File: src/design/sorted_insertion_list_macros.svh
// ----------------------------------------------------------------------------
// Sorted insertion list assertion macros
// Shared property forms for the checks in the sorted insertion list.
// ----------------------------------------------------------------------------
`ifndef SORTED_INSERTION_LIST_MACROS_SVH
`define SORTED_INSERTION_LIST_MACROS_SVH

// The consequent must hold in the same cycle as the antecedent.
`define SIL_ASSERT_IMPLY(label, clk, rst_n, ante, cons) \
  label: assert property (@(posedge clk) disable iff (!rst_n) (ante) |-> (cons)) \
    else $error("sorted insertion list check failed");

// The consequent must hold in the cycle after the antecedent.
`define SIL_ASSERT_NEXT(label, clk, rst_n, ante, cons) \
  label: assert property (@(posedge clk) disable iff (!rst_n) (ante) |=> (cons)) \
    else $error("sorted insertion list check failed");

`endif

File: src/design/sil_pkg.sv
// ----------------------------------------------------------------------------
// Sorted insertion list package
// Entry type, cell command type and operation codes.
// ----------------------------------------------------------------------------
package sil_pkg;

  localparam int KEY_W  = 16;
  localparam int TAG_W  = 16;
  localparam int FUNC_W = 2;
  localparam int OUT_W  = 6;

  localparam logic [FUNC_W-1:0] FUNC_INSERT = 2'd0;
  localparam logic [FUNC_W-1:0] FUNC_DUMP   = 2'd1;
  localparam logic [FUNC_W-1:0] FUNC_CLEAR  = 2'd2;

  typedef struct packed {
    logic [KEY_W-1:0] key;
    logic [TAG_W-1:0] tag;
  } sil_entry_t;

  typedef struct packed {
    logic ins;
    logic rot;
  } sil_cmd_t;

endpackage

File: src/design/sil_cell.sv
// ----------------------------------------------------------------------------
// Sorted insertion list cell
// Holds one entry; on an insert it keeps, takes the new entry or shifts in
// its left neighbor, and on a dump it rotates toward the head.
// ----------------------------------------------------------------------------
module sil_cell
  import sil_pkg::*;
(
  input  logic       clk,
  input  sil_cmd_t   cmd,
  input  sil_entry_t new_entry,
  input  sil_entry_t left_entry,
  input  sil_entry_t right_entry,
  input  sil_entry_t head_entry,
  input  logic       left_stay,
  input  logic       occ,
  input  logic       is_last,
  output sil_entry_t entry,
  output logic       stay
);

  sil_entry_t entry_r;
  sil_entry_t entry_nxt;

  assign stay  = occ && (entry_r.key <= new_entry.key);
  assign entry = entry_r;

  always_comb begin
    entry_nxt = entry_r;
    priority if (cmd.ins) begin
      if (stay) begin
        entry_nxt = entry_r;
      end else if (left_stay) begin
        entry_nxt = new_entry;
      end else begin
        entry_nxt = left_entry;
      end
    end else if (cmd.rot) begin
      entry_nxt = is_last ? head_entry : right_entry;
    end else begin
      entry_nxt = entry_r;
    end
  end

  always_ff @(posedge clk) begin
    entry_r <= entry_nxt;
  end

endmodule

File: src/design/sorted_insertion_list.sv
// ----------------------------------------------------------------------------
// Sorted insertion list
// Keeps up to CAPACITY key/tag entries in ascending key order in a row of
// cells, with stable order for equal keys, and reports them on a dump.
// ----------------------------------------------------------------------------
//  Channel   Direction  Ports
//  in        input      in_valid, in_ready, in_func, in_key, in_tag
//  out       output     out_valid, out_ready, out_position .. out_last
//
//  Insert, clear, unused codes and an empty dump give one beat.
//  A dump of n > 0 entries gives n beats, one a cycle unless a beat stalls.
//  Inserts find their slot by comparing all cells at once; dumps rotate the
//  row so that the head cell is read out for each beat.
//  A stalled result beat holds the block; reset empties the list at once.
// ----------------------------------------------------------------------------
module sorted_insertion_list
  import sil_pkg::*;
#(
  parameter int CAPACITY = 32
) (
  input  logic              clk,
  input  logic              rst_n,
  input  logic              in_valid,
  output logic              in_ready,
  input  logic [FUNC_W-1:0] in_func,
  input  logic [KEY_W-1:0]  in_key,
  input  logic [TAG_W-1:0]  in_tag,
  output logic              out_valid,
  input  logic              out_ready,
  output logic [OUT_W-1:0]  out_position,
  output logic [KEY_W-1:0]  out_key_out,
  output logic [TAG_W-1:0]  out_tag_out,
  output logic [OUT_W-1:0]  out_count,
  output logic              out_entry_valid,
  output logic              out_dropped,
  output logic              out_last
);

  `include "sorted_insertion_list_macros.svh"

  localparam int CNT_W = $clog2(CAPACITY + 1);
  localparam int IDX_W = $clog2(CAPACITY);

  typedef enum logic [1:0] {
    ST_IDLE = 2'b01,
    ST_DUMP = 2'b10
  } state_t;

  state_t           state_r, state_nxt;
  logic [CNT_W-1:0] count_r, count_nxt;
  logic [IDX_W-1:0] idx_r, idx_nxt;
  logic             out_valid_r, out_valid_nxt;

  logic [OUT_W-1:0] pos_r, pos_nxt;
  logic [KEY_W-1:0] key_r, key_nxt;
  logic [TAG_W-1:0] tag_r, tag_nxt;
  logic [OUT_W-1:0] cnt_r, cnt_nxt;
  logic             ev_r, ev_nxt;
  logic             drop_r, drop_nxt;
  logic             last_r, last_nxt;

  sil_entry_t           cell_entry [CAPACITY];
  logic [CAPACITY-1:0]  stay;
  logic [CAPACITY-1:0]  boundary;
  logic [IDX_W-1:0]     ins_pos;
  sil_entry_t           new_entry;
  sil_cmd_t             cmd;

  logic out_free;
  logic acc;
  logic full;
  logic dump_emit;
  logic dump_last;

  assign new_entry = '{key: in_key, tag: in_tag};
  assign out_free  = !out_valid_r || out_ready;
  assign in_ready  = (state_r == ST_IDLE) && out_free;
  assign acc       = in_valid && in_ready;
  assign full      = (count_r == CNT_W'(CAPACITY));
  assign dump_emit = (state_r == ST_DUMP) && out_free;
  assign dump_last = (CNT_W'(idx_r) == CNT_W'(count_r - 1'b1));

  assign cmd.ins = acc && (in_func == FUNC_INSERT) && !full;
  assign cmd.rot = dump_emit;

  for (genvar i = 0; i < CAPACITY; i++) begin : g_cell
    sil_cell u_cell (
      .clk         (clk),
      .cmd         (cmd),
      .new_entry   (new_entry),
      .left_entry  ((i == 0) ? new_entry : cell_entry[(i == 0) ? 0 : i - 1]),
      .right_entry ((i == CAPACITY - 1) ? cell_entry[0]
                                        : cell_entry[(i == CAPACITY - 1) ? i : i + 1]),
      .head_entry  (cell_entry[0]),
      .left_stay   ((i == 0) ? 1'b1 : stay[(i == 0) ? 0 : i - 1]),
      .occ         (count_r > CNT_W'(i)),
      .is_last     (count_r == CNT_W'(i + 1)),
      .entry       (cell_entry[i]),
      .stay        (stay[i])
    );
    assign boundary[i] = ((i == 0) ? 1'b1 : stay[(i == 0) ? 0 : i - 1]) && !stay[i];
  end

  always_comb begin
    ins_pos = '0;
    for (int i = 0; i < CAPACITY; i++) begin
      ins_pos = ins_pos | (IDX_W'(i) & {IDX_W{boundary[i]}});
    end
  end

  always_comb begin
    state_nxt     = state_r;
    count_nxt     = count_r;
    idx_nxt       = idx_r;
    out_valid_nxt = out_valid_r && !out_ready;
    pos_nxt       = pos_r;
    key_nxt       = key_r;
    tag_nxt       = tag_r;
    cnt_nxt       = cnt_r;
    ev_nxt        = ev_r;
    drop_nxt      = drop_r;
    last_nxt      = last_r;
    unique case (state_r)
      ST_IDLE: begin
        if (acc) begin
          out_valid_nxt = 1'b1;
          pos_nxt       = '0;
          key_nxt       = '0;
          tag_nxt       = '0;
          cnt_nxt       = OUT_W'(count_r);
          ev_nxt        = 1'b0;
          drop_nxt      = 1'b0;
          last_nxt      = 1'b1;
          unique case (in_func)
            FUNC_INSERT: begin
              if (full) begin
                drop_nxt = 1'b1;
              end else begin
                count_nxt = count_r + 1'b1;
                pos_nxt   = OUT_W'(ins_pos);
                cnt_nxt   = OUT_W'(count_r + 1'b1);
              end
            end
            FUNC_DUMP: begin
              if (count_r != '0) begin
                out_valid_nxt = 1'b0;
                idx_nxt       = '0;
                state_nxt     = ST_DUMP;
              end
            end
            FUNC_CLEAR: begin
              count_nxt = '0;
              cnt_nxt   = '0;
            end
            default: begin
            end
          endcase
        end
      end
      ST_DUMP: begin
        if (dump_emit) begin
          out_valid_nxt = 1'b1;
          pos_nxt       = OUT_W'(idx_r);
          key_nxt       = cell_entry[0].key;
          tag_nxt       = cell_entry[0].tag;
          cnt_nxt       = OUT_W'(count_r);
          ev_nxt        = 1'b1;
          drop_nxt      = 1'b0;
          last_nxt      = dump_last;
          idx_nxt       = idx_r + 1'b1;
          if (dump_last) begin
            state_nxt = ST_IDLE;
          end
        end
      end
      default: begin
        state_nxt = ST_IDLE;
      end
    endcase
  end

  always_ff @(posedge clk) begin
    if (!rst_n) begin
      state_r     <= ST_IDLE;
      count_r     <= '0;
      idx_r       <= '0;
      out_valid_r <= 1'b0;
    end else begin
      state_r     <= state_nxt;
      count_r     <= count_nxt;
      idx_r       <= idx_nxt;
      out_valid_r <= out_valid_nxt;
    end
  end

  always_ff @(posedge clk) begin
    pos_r  <= pos_nxt;
    key_r  <= key_nxt;
    tag_r  <= tag_nxt;
    cnt_r  <= cnt_nxt;
    ev_r   <= ev_nxt;
    drop_r <= drop_nxt;
    last_r <= last_nxt;
  end

  assign out_valid       = out_valid_r;
  assign out_position    = pos_r;
  assign out_key_out     = key_r;
  assign out_tag_out     = tag_r;
  assign out_count       = cnt_r;
  assign out_entry_valid = ev_r;
  assign out_dropped     = drop_r;
  assign out_last        = last_r;

  `SIL_ASSERT_IMPLY(a_count_range, clk, rst_n, 1'b1, count_r <= CNT_W'(CAPACITY))
  `SIL_ASSERT_IMPLY(a_no_accept_in_dump, clk, rst_n, state_r == ST_DUMP, !in_ready)
  `SIL_ASSERT_NEXT(a_insert_grows, clk, rst_n, cmd.ins, count_r == $past(count_r) + 1'b1)
  `SIL_ASSERT_NEXT(a_dump_ends, clk, rst_n, dump_emit && dump_last,
                   state_r == ST_IDLE && out_valid_r && last_r)

endmodule
File: config.mk
export PLATFORM = sky130hd
export DESIGN_NAME = sorted_insertion_list
export DESIGN_NICKNAME = d
export VERILOG_FILES = /design/src/design/sil_pkg.sv /design/src/design/sil_cell.sv /design/src/design/sorted_insertion_list.sv
export VERILOG_INCLUDE_DIRS = /design/src /design/src/design
export SDC_FILE = /design/constraint.sdc
export NUM_CORES = 2
export LEC_CHECK = 0
export ABC_AREA = 1
export BUFFER_PORTS_ARGS = -buffer_cell sky130_fd_sc_hd__clkbuf_2
export CELL_PAD_IN_SITES_DETAIL_PLACEMENT = 1
export CELL_PAD_IN_SITES_GLOBAL_PLACEMENT = 2
export CORE_MARGIN = 1
export CORE_UTILIZATION = 36
export CTS_CLUSTER_SIZE = 24
export DETAILED_ROUTE_END_ITERATION = 7
export GPL_ROUTABILITY_DRIVEN = 1
export PLACE_DENSITY = 0.86
export SYNTH_ARGS = -nofsm -noshare
export SYNTH_HDL_FRONTEND = slang
export SYNTH_SLANG_ARGS = --single-unit
File: constraint.sdc
create_clock -name clk -period 5.3 [get_ports clk]
set_input_delay 0.795 -clock clk [delete_from_list [all_inputs] [get_ports clk]]
set_output_delay 0.795 -clock clk [all_outputs]
set_load 0.02 [all_outputs]
==> out/results.tsv <==
metric	value	unit
pwr-share-comb	36.9	%
syn2layout_area_growth	11.5	%
max_cap_violations	1	
wire_per_inst	30.1	µm
drive_above_1_share	8.99	%
grt_overflow	0	
die-area	0.203	mm²
ys_top_cells_by_area	edfxtp_1, nand2_1, ha_1	
ir_drop	0.451	mV
cp_slowest_cell	ha_1	
syn_area	0.0724	mm²
final_area	0.0807	mm²
drtAntennaViolNets	0	
pin_count	87	
slowest_delay	0.80	ns
seqPwrFrac	36.9	%
rsz0062_at_grt	false	
worst_ep_required_time	5.86	ns
worst_pin_slew	1.48	ns
setup_viol	0	
yosysUniqueCellTypes	49	
final_util	40.4	%
drc	8	
portBuffers	85	
htree_levels	4	
placed_area	0.0764	mm²
drt_pre_antenna_iters	8	
fin_nets	9236	
critPathMaxFanout	75	
cts_buffers	138	
dieHeight	451	µm
postCtsSetupBuffers	0	
grt_pass1_wl	495	mm
path_buf_inv	7	
max_slew_margin	1.23	%
path_class	flop to flop	
hpwl	244	mm
slew_viol_final	0	
finalHoldViolations	0	
cts_resized	0	
ys_seq_area_share	44.7	%
p_int	20.6	mW
synth_top_area_share	44.4	%
hp-class	primary input to flop	
finalCritPeriodShare	92.2	%
cts.sinks	1084	
cts_root_buf	clkbuf_16	
dpl_worst_slack	0.553	ns
cts_tree	built	
yosys_most_used_dff	edfxtp_1	
leakagePower	35.2	nW
fmax	205	MHz
finalSetupTns	0	ns
cp_top_family	buffers and inverters	
finClkSkew	0.0448	ns
hold_buffers	0	
dieWidth	451	µm
fin_crit	4.89	ns
wl	345	mm
cp_cell_sequence	clkinv_1 > buf_4 > ha_1 > nand2_4 > nor3_4 > nor2_4 > inv_2 > nor2_4 > inv_8 > buf_4 > buf_4 > nor2_4 > buf_12 > o22ai_1 > nand2_1	
num_vias	70800	
core_area	0.200	mm²
synthArstFlopShare	0	%
status	complete, but fails checks	
power_density	441	mW/mm²
layout_commonest_cell	nand2_1	
timing.final.ws_setup	0.414	ns
crit_arrival	5.44	ns
synth_fp_nets	9379	
first_global_vias	69500	
finalWeightedCongestion	1.01	
switching_power	15.0	mW
synth_edf_count	1070	
final_cell_mix	nand2_1, edfxtp_1, o21ai_0	
swShare	42.2	%
yosysWarnings	0	
num_rows	164	
initial_core_util	36.2	%
grtUsageTotal	33.0	%
clk_path_buf_depth	3	
synth_top_area_cell	edfxtp_1	
clk_latency	0.84	ns
critPathCaptureType	flop	
grt_antenna_before_repair	11	
drt_iter0_markers	9328	
violations	design-rule violations, max-capacitance violations	
ys_ff_latch	1084	
clk_pin_slew	0.06	ns
via_per_inst	6.19	
cp-start-kind	flop	
syn_inst	8822	
grt_max_degree	127	
syn_area_per_cell	8.21	µm²
power_frac_clock	26.2	%
metal layers:
metal / up-vias / global-route usage, % / wire length, µm
li1: 30900 / - / -
met1: 35200 / 45.5 / 143000
met2: 4037 / 49.1 / 147000
met3: 746 / 6.18 / 35800
met4: 6 / 16.7 / 19000
met5: - / 0 / 32
path summary, 6_finish.rpt:
kind,startpoint,endpoint,depth (start not counted),slack (ns)
worst max-delay path,count_r[1]$_SDFFE_PN0P_,g_cell[15].u_cell.entry[3]$_DFFE_PP_,15,0.41
worst min-delay path,rst_n,state_r[0]$_SDFFE_PN1P_,2,0.24
worst max register to register,count_r[1]$_SDFFE_PN0P_,g_cell[15].u_cell.entry[3]$_DFFE_PP_,15,0.41
worst min register to register,state_r[1]$_SDFFE_PN0P_,state_r[1]$_SDFFE_PN0P_,2,0.56
cell families after synthesis:
group / Yosys count / share of synthesized area, %
other: 1 / 0.00518
flip-flops: 1084 / 44.7
XOR/XNOR: 11 / 0.133
AND/OR/NAND/NOR: 3656 / 19.7
multiplexers: 93 / 1.34
adder cells (fa/ha/maj): 519 / 8.97
buffers and inverters: 978 / 5.91
AO/OA/AOI/OAI: 2480 / 19.2
cells in the mapped netlist (3+ instances only):
library cell	count
nor2_2	9
nor3_1	26
xor2_1	9
inv_2	24
o21ai_1	75
mux2_2	31
buf_2	255
nand2_4	3
a21boi_2	4
buf_1	12
inv_1	276
o21ai_0	1054
nor4_1	9
nand4_1	26
dfxtp_1	14
nor2_1	215
nand3_1	50
nor2_4	38
nor3b_1	3
edfxtp_1	1070
a21o_1	11
mux2i_1	62
buf_6	13
o22ai_1	996
o21a_1	21
clkinv_1	5
a21oi_2	14
a21oi_1	284
o21bai_1	11
clkbuf_1	351
nand2_1	3271
ha_1	519
buf_4	37
per-stage QoR:
step                      power [mW]  hold slack [ns]  cells
after floorplan                 20.5            0.466   8822
after global placement          25.6            0.484  11200
after detailed placement        26.0            0.533  11200
final                           35.6            0.240  11400
after global routing            36.9            0.236  11400
after CTS                       35.3            0.198  11400
flip-flops by register name, indices dropped and copies added, names as in the netlist:
name	flops
count_r	6
g_cell.u_cell.entry	1024
idx_r	5
out_count	6
out_dropped	1
out_entry_valid	1
out_key_out	16
out_last	1
out_position	5
out_tag_out	16
out_valid	1
state_r	2
power by group through the flow:
| stage | Combinational (mW) | Sequential [mW] | Clock [mW] |
|---|---|---|---|
| floorplan | 7.53 | 12.9 | 0 |
| global placement | 12.4 | 13.2 | 0 |
| detailed placement | 12.7 | 13.2 | 0 |
| CTS | 12.8 | 13.1 | 9.39 |
| global route | 14.0 | 13.2 | 9.66 |
| finish | 13.2 | 13.1 | 9.34 |
layout make-up:
class                      instances  area [µm²]
fill                           23700      119000
multi-input combinational       6760       36300
sequential                      1084       32400
clock buffer                     168        3650
tap                             2656        3320
timing repair buffer             389        3200
inverter                         306        1160
clock inverter                    80         646
antenna                            5        12.5
Note: power is estimated with default switching activity, not from simulation.
